<file path="src/hdl/sem_pkg.sv">
package sem_pkg;

    localparam int MAX_WIDTH    = 1024;
    localparam int COL_W        = $clog2(MAX_WIDTH);
    localparam int EW_W         = COL_W + 1;
    localparam int WIDTH_W      = 11;
    localparam int HEIGHT_W     = 13;
    localparam int HEIGHT_LIMIT = 4096;
    localparam int CH_W         = 8;
    localparam int NUM_CH       = 3;
    localparam int PIX_W        = CH_W * NUM_CH;
    localparam int GRAD_W       = CH_W + 2;
    localparam int SQ_W         = 2 * GRAD_W;
    localparam int MAG_W        = SQ_W + 1;
    localparam int ROOT_STEP_W  = $clog2(CH_W);
    localparam int QDEPTH       = 4;
    localparam int QPTR_W       = $clog2(QDEPTH);
    localparam int CFG_IDX_W    = 2;
    localparam int CFG_DATA_W   = 13;

    localparam logic [CFG_IDX_W-1:0] REG_FRAME_WIDTH  = 2'd0;
    localparam logic [CFG_IDX_W-1:0] REG_FRAME_HEIGHT = 2'd1;

    // One classified slot handed from the front to the back.
    typedef struct packed {
        logic [PIX_W-1:0] pix;
        logic [COL_W-1:0] col;
        logic             col_zero;
        logic             have;
        logic             top_ok;
        logic             bot_ok;
        logic             last;
    } slot_t;

    typedef enum logic [2:0] {
        BK_IDLE,
        BK_GRAD,
        BK_SQ,
        BK_SUM,
        BK_ROOT,
        BK_OUT
    } back_state_t;

endpackage

</file>
<file path="src/hdl/sem_fifo.sv">
module sem_fifo (
    input  logic           aclk,
    input  logic           aresetn,
    input  logic           push,
    input  sem_pkg::slot_t push_data,
    output logic           full,
    input  logic           pop,
    output sem_pkg::slot_t pop_data,
    output logic           empty
);

    sem_pkg::slot_t               mem [sem_pkg::QDEPTH];
    logic [sem_pkg::QPTR_W-1:0]   wr_ptr_reg, rd_ptr_reg;
    logic [sem_pkg::QPTR_W:0]     count_reg;

    assign full     = (count_reg == (sem_pkg::QPTR_W + 1)'(sem_pkg::QDEPTH));
    assign empty    = (count_reg == '0);
    assign pop_data = mem[rd_ptr_reg];

    always_ff @(posedge aclk) begin
        if (push) begin
            mem[wr_ptr_reg] <= push_data;
        end
    end

    always_ff @(posedge aclk) begin
        if (!aresetn) begin
            wr_ptr_reg <= '0;
            rd_ptr_reg <= '0;
            count_reg  <= '0;
        end else begin
            if (push) begin
                wr_ptr_reg <= wr_ptr_reg + 1'b1;
            end
            if (pop) begin
                rd_ptr_reg <= rd_ptr_reg + 1'b1;
            end
            if (push && !pop) begin
                count_reg <= count_reg + 1'b1;
            end else if (pop && !push) begin
                count_reg <= count_reg - 1'b1;
            end
        end
    end

endmodule

</file>
<file path="config.mk">
export PLATFORM = sky130hd
export DESIGN_NAME = sem_fifo
export DESIGN_NICKNAME = d
export VERILOG_FILES = /design/src/hdl/sem_pkg.sv /design/src/hdl/sem_fifo.sv
export SDC_FILE = /design/constraint.sdc
export NUM_CORES = 1
export LEC_CHECK = 0
export BUFFER_PORTS_ARGS = -buffer_cell sky130_fd_sc_hd__buf_2
export CAP_MARGIN = 0
export CORE_ASPECT_RATIO = 1.4
export CORE_MARGIN = 2
export CORE_UTILIZATION = 40
export CTS_CLUSTER_DIAMETER = 60
export DETAILED_ROUTE_END_ITERATION = 8
export PLACE_DENSITY = 0.71
export SLEW_MARGIN = 20
export SYNTH_ARGS = -nofsm -noshare
export SYNTH_HDL_FRONTEND = slang
export SYNTH_SLANG_ARGS = --single-unit
</file>
<file path="constraint.sdc">
create_clock -name aclk -period 1.9 [get_ports aclk]
set_input_delay 0.095 -clock aclk [delete_from_list [all_inputs] [get_ports aclk]]
set_output_delay 0.095 -clock aclk [all_outputs]
set_load 0.005 [all_outputs]
</file>
==> metrics.txt, run 1 <==
Max Cap Violations=0; vias in the first global route=3161; DR top layer=met4; Via Count=2886; DR WL met3=366 um; Synth top area share=77.3%; H-tree depth=4; final setup fails=0; Antenna Cells=0; syn_nets=295; core area=14900 um^2; pwr/cell area=1070 nW/um^2; Netlist cell types=21; drt drc=0; Pleak=2.71 nW; first-pass GRT wire length=16.4 mm; mapped cell area=6060 um^2; fraction of layout cells with a size suffix above 1=42.3%; CP Cell Sequence=buf_12 > mux4_2 > buf_2; Max Slew Vio Count=0; Root Buffer=clkbuf_16; hold slack=0.0626 ns; Hold Crit Class=primary input to flip-flop; period utilisation layout=93.7%; clock sinks=165; Crit. End Element=output port; DP Wirelength=6.34 mm; top cells by count, synth=156 x edfxtp_1, 39 x mux4_2, 9 x and2_1, 9 x dfxtp_1, 5 x ha_1; setup TNS=0 ns; nets@finish=440; status=finished clean; Die Ht=150 um; IO buf count=83; final WL=10.5 mm; CTS Hold Bufs=40; ANT nets after route=0; post_cts resized=0; slowest CP cell=mux4_2; Worst slew margin=73.5%; Crit path largest cell delay=0.54 ns; RD Place Congestion=0.658; worst vdd ir=0.648 mV; TritonCTS clock tree=yes; starting density of the core=40.6%; Max clock buf depth=2; worst endpoint required time=1.80 ns; Syn. warnings=0; largest net degree at the start of global routing=40; fin crit period=1.78 ns; Post-synth EDFFs=156; Arr. time, crit path=1.69 ns; initial antenna violation count=0; GRT overflow=0; worst-skew pair later-pin latency=0.41 ns; met2 wire len=5.80 mm; number of hold violations in the final report=0; Place WS=0.233 ns; Synth Register Bits=165; Setup WS post-layout=0.119 ns; cell count after synthesis=246; IO Pins=84; Power Total=8.35 mW; die width=108 um; Synth area leaders=edfxtp_1 77%, mux4_2 14%, dfxtp_1 3.0%; Layout Area Growth over Synthesis=29.2%; Clock Skew=0.00537 ns; met1 WL=4.12 mm; Avg WL per Cell=17.6 um; most common cell in the netlist=edfxtp_1; number of flip-flops in the largest register=156; Worst Path Max Fanout=21; row count=53; fmax=562 MHz; Vias/cell=4.84; Yosys top cell by area=edfxtp_1; register area share after synthesis=80.2%; unrepaired setup endpoints after global routing=no; Setup CP Type=flip-flop to output port; drt first pass iters=4; GRT Total Usage=14.1%; fillers=1190; CTS Buf Count=17; post-CTS setup buffer count=0; Avg Cell Area, Syn=24.6 um^2; FFs w/ async S/R, synth=0%; worst slew pin tran=0.397 ns; top_reg_cell synth=edfxtp_1; Reg clk slew, reported paths=0.06 ns; startpoint types=flip-flop; 1st-iter DRT viols=114; Die Footprint=16200 um^2
-- through the flow --
step                area (um^2)  cells  util [%]
finish                     7840    596      52.5
global route               7840    596      52.5
CTS                        7840    596      52.5
detailed placement         6860    524      46.0
global placement           6860    524      46.0
floorplan                  6060    246         -
-- kinds of logic (layout without fill, tap and decap cells) --
logic type,count (synthesis),after routing,synth area share [%]
muxes,41,41,14.8
AOI/OAI and AO/OA,2,2,0.206
adders and majority gates,6,6,1.36
buffers and inverters,12,170,1.16
xor gates and xnor gates,5,5,0.722
DFF,165,165,80.2
and+or+nand+nor,15,15,1.51
-- report_power, final --
part | internal [mW] | total [mW] | switching [mW]
combinational | 0.460 | 0.838 | 0.378
clock | 1.95 | 3.29 | 1.34
sequential | 4.17 | 4.22 | 0.0537
total | 6.58 | 8.35 | 1.77
-- cells in the final DEF (no fill, tap or decap), types with 3 or more instances in the layout --
| cell | count |
|---|---|
| edfxtp_1 | 156 |
| buf_2 | 83 |
| dlygate4sd3_1 | 40 |
| mux4_2 | 39 |
| clkbuf_16 | 17 |
| buf_12 | 8 |
| dfxtp_1 | 7 |
| and2_1 | 5 |
| ha_1 | 5 |
| clkinv_2 | 5 |
| inv_1 | 4 |
| and2_2 | 4 |
| inv_6 | 4 |
| xor2_1 | 3 |
| clkinvlp_4 | 3 |
| buf_4 | 3 |
-- final cells by class --
| type | instances | area, um^2 | share of cell area (%) |
|---|---|---|---|
| Inverter | 4 | 15.0 | 0.192 |
| Multi-Input combinational cell | 69 | 1130 | 14.5 |
| Tap cell | 192 | 240 | 3.07 |
| Clock inverter | 15 | 154 | 1.96 |
| Sequential cell | 165 | 4870 | 62.1 |
| Clock buffer | 17 | 425 | 5.43 |
| Timing Repair Buffer | 134 | 998 | 12.7 |
-- worst paths after layout --
check	cells past startpoint	endpoint	startpoint	slack, ns
setup reg to reg	4	count_reg[2]	count_reg[0]	0.35
setup / recovery	3	pop_data[1]	flip-flop	0.12
hold reg to reg	2	count_reg[2]	count_reg[2]	0.54
hold / removal	3	wr_ptr_reg[1]	push	0.06
-- worst max-delay path, delay by kind of cell, from the launching register on --
| family | cells | cell delay (ns) |
|---|---|---|
| mux | 1 | 0.54 |
| flops | 1 | 0.37 |
| buf+inv | 2 | 0.36 |
-- metal layers --
layer  GRT usage (%)  vias to the layer above
met4            6.47                        0
met5               0                        -
li1                -                     1324
met3            3.79                       12
met2            24.3                       63
met1            16.3                     1487
Power figures use the tool's default switching activity.
==> run 2: changes to the inputs <==
--- a/config.mk
+++ b/config.mk
@@ -9,10 +9,10 @@
 export CAP_MARGIN = 0
 export CORE_ASPECT_RATIO = 1.4
 export CORE_MARGIN = 2
-export CORE_UTILIZATION = 40
+export CORE_UTILIZATION = 51
 export CTS_CLUSTER_DIAMETER = 60
 export DETAILED_ROUTE_END_ITERATION = 8
-export PLACE_DENSITY = 0.71
+export PLACE_DENSITY = 0.75
 export SLEW_MARGIN = 20
 export SYNTH_ARGS = -nofsm -noshare
 export SYNTH_HDL_FRONTEND = slang
==> metrics.txt, run 2 (synthesis gave the netlist of run 1 again) <==
Clock Skew=0.00675 ns; die width=96.2 um; GRT Total Usage=17.6%; fin crit period=1.81 ns; starting density of the core=51.8%; Max Slew Vio Count=0; CTS Buf Count=17; largest net degree at the start of global routing=32; Reg2Reg Depth=4; WHS Path Cells=3; fmax=552 MHz; setup TNS=0 ns; Pleak=2.76 nW; DP Wirelength=6.27 mm; area taken by multi-input logic gates=1130 um^2; slowest CP cell=mux4_2; Power Total=8.68 mW; Die Ht=133 um; most frequent cells in the layout=156 x edfxtp_1, 83 x buf_2, 40 x dlygate4sd3_1; worst endpoint required time=1.80 ns; worst-skew pair later-pin latency=0.41 ns; Die Footprint=12800 um^2; dpl cells=481; worst vdd ir=0.610 mV; GRT overflow=0; row count=47; Via Count=2879; worst slew pin tran=0.442 ns; Hold Crit Class=primary input to flip-flop; Setup CP Type=flip-flop to output port; Worst slew margin=70.6%; initial antenna violation count=0; status=finished clean; Layout Area Growth over Synthesis=29.4%; post-CTS setup buffer count=0; final WL=10.4 mm; Finished Layout Cells=554; ANT nets after route=0; Avg WL per Cell=18.8 um; IO buf count=83; fraction of layout cells with a size suffix above 1=42.8%; commonest non-fill, non-tap cell in the layout=edfxtp_1; H-tree depth=4; Worst Path Max Fanout=15; drt first pass iters=7; startpoint types=flip-flop; Crit path largest cell delay=0.51 ns; TritonCTS clock tree=yes; storage element area=4870 um^2; IO Pins=84; core area=11700 um^2; number of hold violations in the final report=0; 1st-iter DRT viols=235; number of flip-flops in the largest register=156; period utilisation layout=95.4%; clock sinks=165; Root Buffer=clkbuf_16; Vias/cell=5.20; Reg clk slew, reported paths=0.06 ns; Max Cap Violations=0; pwr/cell area=1110 nW/um^2; nets@finish=443; final setup fails=0; CP Cell Sequence=clkbuf_16 > mux4_2 > buf_2; Antenna Cells=0; vias in the first global route=3132; fillers=764; drt drc=0; Crit. End Element=output port; Max clock buf depth=2; first-pass GRT wire length=16.1 mm; RD Place Congestion=0.666; Arr. time, crit path=1.72 ns; unrepaired setup endpoints after global routing=no
-- run 2: cell types whose count changed in the layout (fill, tap and decap cells not counted) --
cell and change:
dfxtp_2 +1, clkinvlp_4 -3, buf_4 +4, clkbuf_16 +1, bufinv_16 +2, inv_6 +2, buf_12 -3, dfxtp_4 -1
clkinv_2 -4, buf_6 +1, clkinv_4 +3
-- run 2: per-stage QoR --
stage          utilization (%)  instance area (um^2)  hold WS (ns)  setup slack, ns
2_1_floorplan                -                  6060         0.194           0.0133
3_3_place_gp              57.9                  6780         0.305            0.362
3_5_place_dp              57.9                  6780         0.310            0.250
4_1_cts                   66.8                  7820        0.0275           0.0165
5_1_grt                   67.0                  7850        0.0503           0.0123
6_report                  67.0                  7850        0.0460           0.0876
-- run 2: layer usage --
layer | vias up | global-route usage [%] | wire, um
li1 | 1335 | - | -
met1 | 1460 | 19.9 | 4050
met2 | 64 | 30.8 | 5760
met3 | 20 | 4.67 | 401
met4 | 0 | 7.54 | 203
met5 | - | 0 | 0
-- run 2: worst paths after layout --
kind / start / end / slack (ns)
max reg2reg: count_reg[0] / count_reg[2] / 0.35
min: pop / flip-flop / 0.05
min reg2reg: count_reg[2] / count_reg[2] / 0.55
max: flip-flop / pop_data[36] / 0.09
-- run 2: final cells by class --
type / instances / share of cell area (%)
Timing Repair Buffer: 137 / 12.8
Clock inverter: 15 / 2.74
Tap cell: 147 / 2.34
Sequential cell: 165 / 62.0
Inverter: 4 / 0.191
Clock buffer: 17 / 5.42
Multi-Input combinational cell: 69 / 14.4
-- run 2: what timing repair did --
action | CTS | global route
hold buffers | 40 | 0
endpoints found under the setup margin | 0 | 20
gates resized for setup | 0 | 1
hold endpoints to repair | 165 | 0
-- run 2: critical path, delay by kind of cell, from the launching register on --
kind / cells / cell delay, ns
buffers and inverters: 2 / 0.39
flip-flops: 1 / 0.40
multiplexers: 1 / 0.51
-- run 2: report_power, final --
part,internal [mW],switching (mW),total (mW),leakage (nW)
Clock,2.24,1.40,3.63,0.316
Sequential,4.17,0.0565,4.23,1.51
Combinational,0.452,0.372,0.824,0.936
Total,6.86,1.82,8.68,2.76
==> run 3: changes to the inputs <==
--- a/config.mk
+++ b/config.mk
@@ -9,10 +9,11 @@
 export CAP_MARGIN = 0
 export CORE_ASPECT_RATIO = 1.4
 export CORE_MARGIN = 2
-export CORE_UTILIZATION = 51
+export CORE_UTILIZATION = 53
+export CTS_BUF_LIST = sky130_fd_sc_hd__clkbuf_4 sky130_fd_sc_hd__clkbuf_8
 export CTS_CLUSTER_DIAMETER = 60
 export DETAILED_ROUTE_END_ITERATION = 8
-export PLACE_DENSITY = 0.75
+export PLACE_DENSITY = 0.82
 export SLEW_MARGIN = 20
 export SYNTH_ARGS = -nofsm -noshare
 export SYNTH_HDL_FRONTEND = slang
==> metrics.txt, run 3 (synthesis gave the netlist of run 1 again) <==
nets@finish=438; die width=94.4 um; Buf/Inv on CP=2; vias in the first global route=3117; hold slack=0.0278 ns; TritonCTS clock tree=yes; post-CTS setup buffer count=0; IO Pins=84; commonest non-fill, non-tap cell in the layout=edfxtp_1; number of hold violations in the final report=0; clock sinks=165; Crit. End Element=output port; setup TNS=0 ns; worst slew pin tran=0.250 ns; H-tree depth=4; 1st-iter DRT viols=210; Max Cap Violations=0; number of flip-flops in the largest register=156; GRT overflow=0; Setup CP Type=flip-flop to output port; Reg clk slew, reported paths=0.08 ns; starting density of the core=54.0%; R2R setup slack=0.38 ns; Crit path largest cell delay=0.55 ns; GRT Total Usage=17.9%; Finished Layout Cells=546; fillers=726; Via Count=2909; unrepaired setup endpoints after global routing=no; initial antenna violation count=0; Die Ht=131 um; Worst slew margin=83.4%; slowest CP cell=mux4_2; row count=46; IO buf count=83; worst vdd ir=0.691 mV; status=finished clean; kind of cell adding the most delay to the critical path=multiplexers; ANT nets after route=0; Power Total=7.43 mW; most frequent cells in the layout=156 x edfxtp_1, 83 x buf_2, 40 x dlygate4sd3_1; Max Slew Vio Count=0; period utilisation layout=95.9%; fmax=549 MHz; Max clock buf depth=2; CP Cell Sequence=buf_12 > mux4_2 > buf_2; pwr/cell area=979 nW/um^2; fraction of layout cells with a size suffix above 1=41.8%; Worst Path Max Fanout=13; Vias/cell=5.33; Antenna Cells=0; dpl cells=473; Root Buffer=clkbuf_8; final setup fails=0; fin crit period=1.82 ns; RD Place Congestion=0.706; Clock Skew=0.00730 ns; first-pass GRT wire length=15.8 mm; Hold Crit Class=primary input to flip-flop; Arr. time, crit path=1.73 ns; DP Wirelength=5.96 mm; drt first pass iters=4; Layout Area Growth over Synthesis=25.1%; Avg WL per Cell=19.1 um; largest net degree at the start of global routing=40; CTS Buf Count=17; core area=11200 um^2; worst endpoint required time=1.80 ns; worst-skew pair later-pin latency=0.44 ns; Die Footprint=12300 um^2; final WL=10.4 mm; Pleak=2.60 nW; drt drc=0; startpoint types=flip-flop
run 3: power by group:
group	switching (mW)	total (mW)	internal, mW
Clock	1.19	2.37	1.18
Sequential	0.0685	4.23	4.16
Combinational	0.363	0.823	0.460
run 3: layout make-up:
class | instances | area (um^2) | area share (%)
sequential | 165 | 4870 | 64.2
inverter | 4 | 15.0 | 0.198
clock buffer | 19 | 249 | 3.28
clock inverter | 13 | 135 | 1.78
multi-input combinational | 69 | 1130 | 14.9
tap | 144 | 180 | 2.38
timing repair buffer | 132 | 1000 | 13.2
run 3: worst paths after layout:
kind         depth (start not counted)            end         start
min reg2reg                          2   count_reg[2]  count_reg[2]
max reg2reg                          4   count_reg[2]  count_reg[0]
min                                  3  wr_ptr_reg[1]          push
max                                  3   pop_data[13]     flip-flop
run 3: per-stage QoR:
stage | util (%) | instance area (um^2) | worst slack [ns]
after detailed placement | 60.2 | 6760 | 0.296
after global routing | 67.6 | 7590 | 0.0116
after CTS | 67.2 | 7550 | 0.0180
after floorplan | - | 6060 | 0.0133
final | 67.6 | 7590 | 0.0785
after global placement | 60.2 | 6760 | 0.371
run 3: metal layers:
layer  wire (um)  vias to the layer above  global-route usage (%)
met5           0                        -                       0
li1            -                     1318                       -
met4         231                        0                    7.93
met2        5790                       69                    32.0
met1        4030                     1508                    19.8
met3         377                       14                    5.22
run 3: worst reg2reg max path, stage by stage, from the launching register on:
cell and delay, ns:
dfxtp_1 0.36, fa_1 0.45, xor2_1 0.18, or3_1 0.30
a21boi_0 0.16
run 3: timing repair:
item,4_1_cts,5_1_grt
cloned,0,1
endpoints found under the hold margin,165,0
endpoints found under the setup margin,13,8
resized for setup,1,4
hold buffers,40,0
