File: src/hdl/sem_pkg.sv
package sem_pkg;

    localparam int MAX_WIDTH    = 1024;
    localparam int COL_W        = $clog2(MAX_WIDTH);
    localparam int EW_W         = COL_W + 1;
    localparam int WIDTH_W      = 11;
    localparam int HEIGHT_W     = 13;
    localparam int HEIGHT_LIMIT = 4096;
    localparam int CH_W         = 8;
    localparam int NUM_CH       = 3;
    localparam int PIX_W        = CH_W * NUM_CH;
    localparam int GRAD_W       = CH_W + 2;
    localparam int SQ_W         = 2 * GRAD_W;
    localparam int MAG_W        = SQ_W + 1;
    localparam int ROOT_STEP_W  = $clog2(CH_W);
    localparam int QDEPTH       = 4;
    localparam int QPTR_W       = $clog2(QDEPTH);
    localparam int CFG_IDX_W    = 2;
    localparam int CFG_DATA_W   = 13;

    localparam logic [CFG_IDX_W-1:0] REG_FRAME_WIDTH  = 2'd0;
    localparam logic [CFG_IDX_W-1:0] REG_FRAME_HEIGHT = 2'd1;

    // One classified slot handed from the front to the back.
    typedef struct packed {
        logic [PIX_W-1:0] pix;
        logic [COL_W-1:0] col;
        logic             col_zero;
        logic             have;
        logic             top_ok;
        logic             bot_ok;
        logic             last;
    } slot_t;

    typedef enum logic [2:0] {
        BK_IDLE,
        BK_GRAD,
        BK_SQ,
        BK_SUM,
        BK_ROOT,
        BK_OUT
    } back_state_t;

endpackage

File: src/hdl/sem_front.sv
module sem_front (
    input  logic                           aclk,
    input  logic                           aresetn,
    input  logic                           s_valid,
    output logic                           s_ready,
    input  logic                           s_kind,
    input  logic [sem_pkg::CH_W-1:0]       s_blue_in,
    input  logic [sem_pkg::CH_W-1:0]       s_green_in,
    input  logic [sem_pkg::CH_W-1:0]       s_red_in,
    input  logic                           cfg_valid,
    output logic                           cfg_ready,
    input  logic [sem_pkg::CFG_IDX_W-1:0]  cfg_index,
    input  logic [sem_pkg::CFG_DATA_W-1:0] cfg_data,
    output logic                           cfg_clear,
    output logic                           q_push,
    output sem_pkg::slot_t                 q_data,
    input  logic                           q_full
);

    logic [sem_pkg::WIDTH_W-1:0]  frame_width_reg;
    logic [sem_pkg::HEIGHT_W-1:0] frame_height_reg;
    logic [sem_pkg::COL_W-1:0]    col_reg, col_next;
    logic [sem_pkg::HEIGHT_W-1:0] row_reg, row_next;
    logic [sem_pkg::EW_W-1:0]     w_eff, cx;
    logic [sem_pkg::HEIGHT_W-1:0] h_eff, cy;
    logic                         have, last;

    assign cfg_ready = 1'b1;
    assign cfg_clear = cfg_valid && (cfg_index == sem_pkg::REG_FRAME_WIDTH ||
                                     cfg_index == sem_pkg::REG_FRAME_HEIGHT);
    assign s_ready   = !q_full;
    assign q_push    = s_valid && s_ready;

    always_comb begin
        if (frame_width_reg == '0) begin
            w_eff = sem_pkg::EW_W'(1);
        end else if (32'(frame_width_reg) > sem_pkg::MAX_WIDTH) begin
            w_eff = sem_pkg::EW_W'(sem_pkg::MAX_WIDTH);
        end else begin
            w_eff = sem_pkg::EW_W'(frame_width_reg);
        end
        if (frame_height_reg == '0) begin
            h_eff = sem_pkg::HEIGHT_W'(1);
        end else if (32'(frame_height_reg) > sem_pkg::HEIGHT_LIMIT) begin
            h_eff = sem_pkg::HEIGHT_W'(sem_pkg::HEIGHT_LIMIT);
        end else begin
            h_eff = frame_height_reg;
        end

        if (col_reg == '0) begin
            // finishes the last pixel of the row before
            have = (row_reg >= sem_pkg::HEIGHT_W'(2)) &&
                   ((row_reg - sem_pkg::HEIGHT_W'(2)) < h_eff);
            cy   = row_reg - sem_pkg::HEIGHT_W'(2);
            cx   = w_eff - sem_pkg::EW_W'(1);
        end else begin
            have = (row_reg >= sem_pkg::HEIGHT_W'(1)) &&
                   ((row_reg - sem_pkg::HEIGHT_W'(1)) < h_eff);
            cy   = row_reg - sem_pkg::HEIGHT_W'(1);
            cx   = sem_pkg::EW_W'(col_reg) - sem_pkg::EW_W'(1);
        end
        last = have && (cy == h_eff - sem_pkg::HEIGHT_W'(1)) &&
               (cx == w_eff - sem_pkg::EW_W'(1));

        q_data.pix      = s_kind ? '0 : {s_red_in, s_green_in, s_blue_in};
        q_data.col      = col_reg;
        q_data.col_zero = (col_reg == '0);
        q_data.have     = have;
        q_data.top_ok   = (cy != '0);
        q_data.bot_ok   = ((sem_pkg::HEIGHT_W + 1)'(cy) + 1'b1) <
                          (sem_pkg::HEIGHT_W + 1)'(h_eff);
        q_data.last     = last;

        if (last) begin
            col_next = '0;
            row_next = '0;
        end else if ((sem_pkg::EW_W'(col_reg) + sem_pkg::EW_W'(1)) >= w_eff) begin
            col_next = '0;
            row_next = row_reg + sem_pkg::HEIGHT_W'(1);
        end else begin
            col_next = col_reg + sem_pkg::COL_W'(1);
            row_next = row_reg;
        end
    end

    always_ff @(posedge aclk) begin
        if (!aresetn) begin
            frame_width_reg  <= sem_pkg::WIDTH_W'(640);
            frame_height_reg <= sem_pkg::HEIGHT_W'(480);
            col_reg          <= '0;
            row_reg          <= '0;
        end else if (cfg_clear) begin
            if (cfg_index == sem_pkg::REG_FRAME_WIDTH) begin
                frame_width_reg <= cfg_data[sem_pkg::WIDTH_W-1:0];
            end else begin
                frame_height_reg <= cfg_data[sem_pkg::HEIGHT_W-1:0];
            end
            col_reg <= '0;
            row_reg <= '0;
        end else if (q_push) begin
            col_reg <= col_next;
            row_reg <= row_next;
        end
    end

endmodule

File: config.mk
export PLATFORM = sky130hd
export DESIGN_NAME = sem_front
export DESIGN_NICKNAME = d
export VERILOG_FILES = /design/src/hdl/sem_pkg.sv /design/src/hdl/sem_front.sv
export SDC_FILE = /design/constraint.sdc
export NUM_CORES = 1
export LEC_CHECK = 0
export BUFFER_PORTS_ARGS = -buffer_cell sky130_fd_sc_hd__buf_2
export CAP_MARGIN = 15
export CORE_MARGIN = 3
export CORE_UTILIZATION = 55
export CTS_BUF_LIST = sky130_fd_sc_hd__clkbuf_4
export DETAILED_ROUTE_END_ITERATION = 12
export PLACE_DENSITY = 0.74
export SLEW_MARGIN = 40
export SYNTH_ARGS = -nofsm -noshare
export SYNTH_HDL_FRONTEND = slang
export SYNTH_SLANG_ARGS = --single-unit
File: constraint.sdc
create_clock -name aclk -period 5.9 [get_ports aclk]
set_input_delay 0.295 -clock aclk [delete_from_list [all_inputs] [get_ports aclk]]
set_output_delay 0.295 -clock aclk [all_outputs]
set_load 0.05 [all_outputs]
==> results.tsv, run 1 <==
metric	value	unit
die_w	109	um
finClkSkew	0.00918	ns
vias	5876	
drive_gt1_share	14.4	%
rsz0062_at_grt	false	
cts_setup_buffers	0	
hold_buffers	0	
hpwlAfterDp	13.3	mm
syn_area_per_cell	7.47	sq um
worstMarginPinSlew	0.782	ns
synth_flop_cell	dfxtp_1	
fin_crit_sh	87.3	%
cts_buffers	5	
post_cts_resized	0	
grt_pass1_wl	26.2	mm
fmax	194	MHz
drc_errors	0	
cts.clk_slew.worst_paths	0.15	ns
status	complete, no violations	
clock_path_buffers	2	
end_kind	output pin	
clock_latency	0.37	ns
cp.arrival	4.85	ns
slew_violations	0	
final_cells	960	
wl_per_cell	17.4	um
ys_seq_elements	47	
period_needed	5.15	ns
clock_sinks	47	
postSynthCellCount	783	
yosysWarningCount	0	
vdd_ir_drop_max	0.0000925	V
fin_setup_tns	0	ns
cp_common_cell	ha_1	
antenna_cells	0	
syn_nets	889	
final_cell_mix	nand2_1, buf_2, ha_1	
crit_type	reg2out	
io_buffers	86	
start_util	56.6	%
num_rows	37	
slowest_stage	or4b_1	
syn_to_final_growth	7.04	%
setup_viol	0	
power_density	124	nW/um^2
synth.distinct_cells	78	
tritoncts	done	
die_height	109	um
drv_cap	0	
grt_max_degree	31	
crit_required	5.61	ns
fin_nets	929	
core	10300	sq um
syn_area	5850	sq um
cpPeakStageDelay	0.56	ns
cp_cell_sequence	inv_1, ha_1, or4b_1, nor3b_1, nand2_1, xnor2_1, ha_1, a21o_1, a211oi_1, o211ai_1, o22ai_1, nand4_1, nor4_4, buf_2	
drt_iter0_drc	480	
finalHoldViolCount	0	
grt_overflow_total	0	
antenna_found_initial	0	
synth_edf_count	0	
yosysSeqAreaShare	16.1	%
grt_pass1_vias	5289	
dr.pass1.iters	5	
worstPathMaxFanout	10	
htree_levels	2	
p_leak	2.72	nW
grt_usage	27.4	%
antenna_left	0	
crit_path_start_kind	flop	
routed_via_density	6.12	
final_common_cell	nand2_1	
hold_class	in2reg	
drt_wl_total	16.7	mm
max_slew_margin	47.9	%
io_pins	88	
dp.cells	952	
globalplace.congestion	0.980	
dieArea	11900	sq um
synthArstFlopShare	0	%
clock-root-buffer	clkbuf_4	
-- logic make-up after synthesis --
family | synth area share (%)
simple gates | 31.0
other cells | 0.0642
compound gates | 19.8
fa+ha+maj | 13.1
buf+inv | 6.57
xor+xnor | 11.4
flops | 16.1
mux | 1.97
-- where the power goes --
group,switching [mW],internal (mW),total [mW]
Sequential,0.0126,0.324,0.337
Combinational,0.171,0.106,0.278
Clock,0.111,0.0478,0.159
Total,0.295,0.478,0.773
-- worst max-delay path: cells and delay by family (launching register included) --
kind	cells	cell delay [ns]
AND/OR/NAND/NOR	5	1.82
AO/OA/AOI/OAI	4	0.78
buffers and inverters	2	0.69
adder cells (fa/ha/maj)	2	0.62
flip-flops	1	0.42
XOR/XNOR	1	0.14
-- per-layer routing --
metal	vias up	share of wire (%)	GRT usage [%]	wire, um
met2	193	49	45.7	8090
met3	41	5.1	2.49	857
met1	2752	42	36.0	7040
met4	0	4.0	11.8	671
met5	-	0	0	0
li1	2890	-	-	-
-- cell usage after synthesis, types with 5 or more instances --
cell type / instances / area share [%]
or4_1: 7 / 0.90
ha_1: 61 / 13
nor2_1: 37 / 2.4
and4_1: 5 / 0.75
o21ai_0: 24 / 2.1
nor3_1: 18 / 1.5
a31oi_1: 11 / 1.2
dfxtp_1: 47 / 16
clkbuf_1: 32 / 2.1
inv_1: 28 / 1.8
or3_1: 6 / 0.64
xor2_1: 21 / 3.1
nand2_1: 124 / 8.0
nand3_1: 30 / 2.6
nor4_1: 17 / 1.8
a21oi_1: 27 / 2.3
o31ai_1: 6 / 0.77
and2_1: 8 / 0.86
a21o_1: 14 / 1.8
nand4_1: 18 / 1.9
o21a_1: 10 / 1.3
mux2i_1: 9 / 1.5
nand2b_1: 10 / 1.1
xnor2_1: 46 / 6.9
buf_6: 6 / 1.2
buf_1: 6 / 0.39
o211ai_1: 8 / 1.0
nor2b_1: 31 / 3.3
buf_2: 7 / 0.60
a21boi_0: 21 / 2.7
-- layout make-up --
| class | count | area [sq um] |
|---|---|---|
| multi-input cells | 652 | 4530 |
| fillers | 938 | 4070 |
| flip-flops and latches | 47 | 941 |
| repair buffers | 88 | 445 |
| well taps | 136 | 170 |
| inverters | 29 | 109 |
| clock buffers | 5 | 37.5 |
| clock inverters | 3 | 23.8 |
-- metrics by stage --
step / util, % / power, mW / setup WS, ns / instance area [sq um] / hold WS, ns
final: 60.6 / 0.773 / 0.750 / 6260 / 0.148
after global routing: 60.6 / 0.816 / 0.513 / 6260 / 0.146
after CTS: 60.6 / 0.775 / 0.884 / 6250 / 0.137
after detailed placement: 60.0 / 0.618 / 0.993 / 6190 / 0.506
after global placement: 59.9 / 0.611 / 1.13 / 6190 / 0.496
after floorplan: - / 0.547 / 1.04 / 5850 / 0.419
-- worst paths after layout --
kind	cells after the start	startpoint	slack [ns]	endpoint
setup / recovery	14	row_reg[1]	0.75	q_data[0]
hold / removal	3	cfg_data[7]	0.15	frame_height_reg[7]
setup reg to reg	16	row_reg[1]	0.79	row_reg[11]
hold reg to reg	2	frame_height_reg[0]	0.53	frame_height_reg[0]
Note: power is estimated with default switching activity, not from simulation.
==> run 2: changes to the inputs <==
--- a/config.mk
+++ b/config.mk
@@ -8,10 +8,11 @@
 export BUFFER_PORTS_ARGS = -buffer_cell sky130_fd_sc_hd__buf_2
 export CAP_MARGIN = 15
 export CORE_MARGIN = 3
-export CORE_UTILIZATION = 55
+export CORE_UTILIZATION = 54
 export CTS_BUF_LIST = sky130_fd_sc_hd__clkbuf_4
 export DETAILED_ROUTE_END_ITERATION = 12
-export PLACE_DENSITY = 0.74
+export MAX_ROUTING_LAYER = met4
+export PLACE_DENSITY = 0.76
 export SLEW_MARGIN = 40
 export SYNTH_ARGS = -nofsm -noshare
 export SYNTH_HDL_FRONTEND = slang
==> constraint.sdc (replaced) <==
create_clock -name aclk -period 4.5 [get_ports aclk]
set_input_delay 0.225 -clock aclk [delete_from_list [all_inputs] [get_ports aclk]]
set_output_delay 0.225 -clock aclk [all_outputs]
set_load 0.05 [all_outputs]
==> run 2 against run 1 <==
Cell count up 4.7%. Wire length up 4.2%. Core utilization up 4.4 points. Sequential power up 30%. Register-to-register slack worse by 0.56 ns. Critical path depth up 2. Count of clock-buffer cells in the layout up 1. Die area up 1.7%. Design area up 8.3%.
==> results.tsv, run 2 (synthesis gave the netlist of run 1 again) <==
metric	value	unit	change
syn_to_final_growth	15.9	%	was 7.04%
grt_pass1_vias	5459		was 5289
end_kind	output pin		unchanged
io_buffers	86		unchanged
dr.pass1.iters	5		unchanged
placed_cell_area	6510	sq um	was 6190 sq um
final_common_cell	nand2_1		unchanged
clock-root-buffer	clkbuf_4		unchanged
use_met2	48.1	%	was 45.7%
slew_violations	0		unchanged
io_pins	88		unchanged
grt_pass1_wl	26.8	mm	was 26.2 mm
fmax	230	MHz	
drv_cap	0		unchanged
power_density	153	nW/um^2	was 124 nW/um^2
status	complete, no violations		unchanged
antenna_left	0		unchanged
routed_via_density	5.99		was 6.12
grt_max_degree	27		was 31
grt_use_met1	36.8	%	was 36.0%
vdd_ir_drop_max	0.000144	V	was 0.0000925 V
drt_iter0_drc	466		was 480
gr-max-usage-layer	met2		unchanged
crit_required	4.28	ns	was 5.61 ns
drt_wl_total	17.4	mm	was 16.7 mm
drc_errors	0		unchanged
postLayoutCellArea	6780	sq um	was 6260 sq um
tritoncts	done		unchanged
finalHoldViolCount	0		unchanged
grt_usage	28.4	%	was 27.4%
hold_buffers	0		unchanged
fin_nets	974		was 929
pre_cts_ws	0.107	ns	was 0.993 ns
antenna_cells	0		unchanged
cts.clk_slew.worst_paths	0.14	ns	was 0.15 ns
drive_gt1_share	21.4	%	was 14.4%
cts_buffers	5		unchanged
clock_sinks	47		unchanged
die_w	110	um	was 109 um
start_util	56.1	%	was 56.6%
grt_use_met3	2.62	%	was 2.49%
setup_ws	0.153	ns	was 0.750 ns
worstMarginPinSlew	0.665	ns	was 0.782 ns
wl_per_cell	17.3	um	was 17.4 um
clock_latency	0.39	ns	was 0.37 ns
fill_cells	915		was 938
htree_levels	2		unchanged
worstPathMaxFanout	9		was 10
cp.arrival	4.12	ns	was 4.85 ns
grt_overflow_total	0		unchanged
hold_class	in2reg		unchanged
finClkSkew	0.00931	ns	was 0.00918 ns
setup_viol	0		unchanged
num_rows	37		unchanged
crit_type	reg2out		unchanged
clock_path_buffers	2		unchanged
core	10400	sq um	was 10300 sq um
hpwlAfterDp	13.7	mm	was 13.3 mm
globalplace.congestion	0.974		was 0.980
die_height	110	um	was 109 um
fin_crit_sh	96.6	%	
p_leak	2.99	nW	was 2.72 nW
final_cell_mix	nand2_1, buf_2, ha_1		unchanged
dieArea	12100	sq um	was 11900 sq um
period_needed	4.35	ns	
vias	6020		was 5876
max_slew_margin	55.3	%	was 47.9%
antenna_found_initial	0		unchanged
crit_path_start_kind	flop		unchanged
==> run 2: cell types whose count changed in the layout (fill, tap and decap cells not counted), moves of 2 or more <==
cell,delta
ha_2,+2
or4_1,-2
clkinvlp_4,-2
ha_1,-3
clkinv_1,+2
xnor2_1,-3
xnor2_2,+3
o31ai_4,+2
or4_4,+2
buf_2,-2
dfxtp_1,-2
buf_4,+45
==> run 2: final cells by class <==
type / count / area (sq um) / share of cell area [%]
Sequential cell: 47 / 946 / 14.0
Clock inverter: 2 / 7.51 / 0.111
Clock buffer: 6 / 45.0 / 0.665
Tap cell: 136 / 170 / 2.51
Inverter: 29 / 109 / 1.61
Multi-Input combinational cell: 652 / 4700 / 69.3
Timing Repair Buffer: 133 / 800 / 11.8
==> run 2: through the flow <==
step | std cells | setup TNS (ns) | hold slack (ns) | total power, mW | util [%]
after global routing | 1005 | -0.00523 | 0.0641 | 1.09 | 65.0
after detailed placement | 993 | 0 | 0.463 | 0.822 | 62.5
after floorplan | 783 | 0 | 0.349 | 0.721 | -
after CTS | 1001 | 0 | 0.0538 | 1.03 | 63.3
final | 1005 | 0 | 0.0604 | 1.03 | 65.0
after global placement | 993 | 0 | 0.459 | 0.812 | 62.5
==> run 2: final timing paths <==
check | startpoint | end | slack, ns | cells after the start
max | row_reg[1] | q_data[0] | 0.15 | 16
min | cfg_data[5] | frame_height_reg[5] | 0.06 | 3
max reg2reg | row_reg[1] | row_reg[11] | 0.23 | 17
min reg2reg | frame_height_reg[0] | frame_height_reg[0] | 0.51 | 2
==> run 2: per-layer routing <==
layer | share of wire, % | wire [um] | vias to the layer above
met5 | 0 | 0 | -
met1 | 44 | 7580 | 2879
li1 | - | - | 2967
met2 | 50 | 8730 | 154
met4 | 1.2 | 212 | 0
met3 | 4.8 | 835 | 20
==> run 2: where the power goes <==
part           switching, mW  internal (mW)
Combinational          0.236          0.156
Sequential            0.0126          0.424
Clock                  0.141         0.0641
Total                  0.390          0.644
==> run 2: worst max-delay path, stage by stage (launching register included) <==
cell and delay (ns):
dfxtp_1 0.37, inv_1 0.06, buf_4 0.17, ha_2 0.21, and2_2 0.23, or4_4 0.43, xnor2_2 0.15, ha_1 0.18
a21o_1 0.15, a21o_1 0.18, a221oi_2 0.26, o211ai_1 0.12, o22ai_2 0.20, nand4_1 0.18, nor4_4 0.44, buf_4 0.23
buf_8 0.15
==> run 2: repair_timing <==
item / in CTS / in global routing
gates resized for setup: 6 / 33
setup buffers: 0 / 4
endpoints found under the setup margin: 2 / 12
pin swaps: 0 / 5
==> run 3: changes to the inputs <==
--- a/config.mk
+++ b/config.mk
@@ -9,10 +9,10 @@
 export CAP_MARGIN = 15
 export CORE_MARGIN = 3
 export CORE_UTILIZATION = 54
-export CTS_BUF_LIST = sky130_fd_sc_hd__clkbuf_4
 export DETAILED_ROUTE_END_ITERATION = 12
 export MAX_ROUTING_LAYER = met4
 export PLACE_DENSITY = 0.76
+export SKIP_LAST_GASP = 1
 export SLEW_MARGIN = 40
 export SYNTH_ARGS = -nofsm -noshare
 export SYNTH_HDL_FRONTEND = slang
==> run 3 against run 2 <==
Total power increased by 7.4%. Global-route usage is 0.054 points higher. Critical path type unchanged. Wire length fell by 1.3%. Combinational power decreased by 1%. Design area is 0.61% lower. Via count grew 0.33%.
==> results.tsv, run 3 (synthesis gave the netlist of run 1 again) <==
metric	value	unit	change
final_common_cell	nand2_1		unchanged
setup_viol	0		unchanged
htree_levels	2		unchanged
die_height	110	um	unchanged
drc_errors	0		unchanged
end_kind	output pin		unchanged
grt_pass1_wl	26.9	mm	was 26.8 mm
hold_class	in2reg		unchanged
p_leak	2.98	nW	was 2.99 nW
num_rows	37		unchanged
ff2ff_path_depth	17		unchanged
cts.clk_slew.worst_paths	0.09	ns	was 0.14 ns
tritoncts	done		unchanged
vias	6040		was 6020
clkPwrFrac	25.9	%	was 19.9%
r2r-end	row_reg[11]		unchanged
antenna_cells	0		unchanged
finClkSkew	0.00894	ns	was 0.00931 ns
grt_pass1_vias	5470		was 5459
slew_violations	0		unchanged
pre_cts_ws	0.107	ns	unchanged
io_buffers	86		unchanged
worstPathMaxFanout	9		unchanged
total_power	1.11	mW	was 1.03 mW
clock_path_buffers	2		unchanged
core	10400	sq um	unchanged
rrSetupSlack	0.18	ns	was 0.23 ns
io_pins	88		unchanged
syn_to_final_growth	15.2	%	was 15.9%
crit_path_start_kind	flop		unchanged
min_to	frame_width_reg[7]		was frame_height_reg[5]
hpwlAfterDp	13.7	mm	unchanged
p_sw_share	35.4	%	was 37.7%
crit_type	reg2out		unchanged
setup_ws	0.163	ns	was 0.153 ns
clock_sinks	47		unchanged
period_needed	4.34	ns	was 4.35 ns
start_util	56.1	%	unchanged
cts_buffers	5		unchanged
seq_power_share	39.3	%	was 42.2%
hold_buffers	0		unchanged
pwr-share-comb	34.8	%	was 37.9%
antenna_found_initial	0		unchanged
hp-start	cfg_data[7]		was cfg_data[5]
grt_usage	28.5	%	was 28.4%
antenna_left	0		unchanged
grt_max_degree	27		unchanged
die_w	110	um	unchanged
rr_startpoint	row_reg[1]		unchanged
switching_power	393	uW	was 390 uW
worstMarginPinSlew	0.681	ns	was 0.665 ns
fmax	231	MHz	was 230 MHz
clock-root-buffer	clkbuf_8		was clkbuf_4
vdd_ir_drop_max	0.000113	V	was 0.000144 V
rsz0062_at_grt	true		
final_cell_mix	nand2_1, buf_2, ha_1		unchanged
fin_crit_sh	96.4	%	was 96.6%
dieArea	12100	sq um	unchanged
drive_gt1_share	20.2	%	was 21.4%
hold_depth	3		unchanged
fin_nets	973		was 974
drv_cap	0		unchanged
wl_per_cell	17.1	um	was 17.3 um
finalHoldViolCount	0		unchanged
routed_via_density	6.02		was 5.99
globalplace.congestion	0.974		unchanged
status	complete, no violations		unchanged
cp.arrival	4.11	ns	was 4.12 ns
wl_met3	799	um	was 835 um
routedLengthMet1	7.55	mm	was 7.58 mm
top_layer_used	met4		unchanged
clock_latency	0.31	ns	was 0.39 ns
drt_iter0_drc	418		was 466
dr.pass1.iters	5		unchanged
internal_power	718	uW	was 644 uW
drt_wl_total	17.1	mm	was 17.4 mm
crit_required	4.28	ns	about the same
grt_overflow_total	0		unchanged
max_slew_margin	54.2	%	was 55.3%
power_density	165	nW/um^2	was 153 nW/um^2
wl_met2	8.50	mm	was 8.73 mm
[run 3: cell types whose count changed in the layout (fill, tap and decap cells not counted), sizes merged]
cell | previous run | this run
clkinv | 2 | 0
buf | 133 | 132
clkbuf | 6 | 8
[run 3: worst max path at each step]
| stage | from | to | slack, ns | cells past startpoint |
|---|---|---|---|---|
| after detailed placement | row_reg[2] | row_reg[4] | 0.11 | 18 |
| after floorplan | col_reg[0] | q_data[1] | 0.07 | 18 |
| after CTS | col_reg[0] | q_data[1] | 0.04 | 19 |
| after global routing | row_reg[1] | row_reg[11] | -0.04 | 17 |
| after global placement | frame_height_reg[6] | row_reg[0] | 0.19 | 14 |
| final | row_reg[1] | q_data[0] | 0.16 | 16 |
[run 3: routing by layer]
layer,global-route usage (%),vias to the layer above
met5,-,-
met4,7.12,0
met3,3.09,23
met2,47.5,173
met1,36.9,2874
li1,-,2970
[run 3: critical path, cell delays in order, from the launching register on]
cell and delay (ns):
dfxtp_1 0.34, inv_1 0.06, buf_4 0.17, ha_1 0.24, and2_1 0.22, or4_1 0.47
xnor2_2 0.17, ha_1 0.18, a21o_1 0.15, a21o_1 0.17, a221oi_1 0.29, o211ai_1 0.13
o22ai_2 0.21, nand4_1 0.17, nor4_4 0.43, buf_4 0.21, buf_6 0.16
[run 3: final cells by class]
type / count / area (sq um)
sequential: 47 / 942
inverter: 29 / 109
clock buffer: 8 / 100
tap: 136 / 170
timing repair buffer: 132 / 788
multi-input combinational: 652 / 4620
fill: 914 / 3680
[run 3: power groups by stage]
stage / clock (mW) / sequential [mW] / combinational [mW]
2_1_floorplan: 0 / 0.444 / 0.277
3_3_place_gp: 0 / 0.446 / 0.367
3_5_place_dp: 0 / 0.446 / 0.376
4_1_cts: 0.288 / 0.436 / 0.380
5_1_grt: 0.307 / 0.438 / 0.423
6_report: 0.287 / 0.437 / 0.387
[run 3: metrics by stage]
step / cell area [sq um] / utilization [%] / setup TNS (ns) / hold slack [ns] / cells
after global routing: 6730 / 64.6 / -0.164 / 0.148 / 1004
after CTS: 6630 / 63.6 / 0 / 0.144 / 1001
final: 6730 / 64.6 / 0 / 0.144 / 1004
after detailed placement: 6510 / 62.5 / 0 / 0.463 / 993
after global placement: 6510 / 62.5 / 0 / 0.459 / 993
after floorplan: 5860 / - / 0 / 0.349 / 783
[run 3: what timing repair did]
action | in CTS | in global routing
gates resized for setup | 4 | 18
buffers inserted | 0 | 3
pin swaps | 0 | 3
setup endpoints to repair | 1 | 15
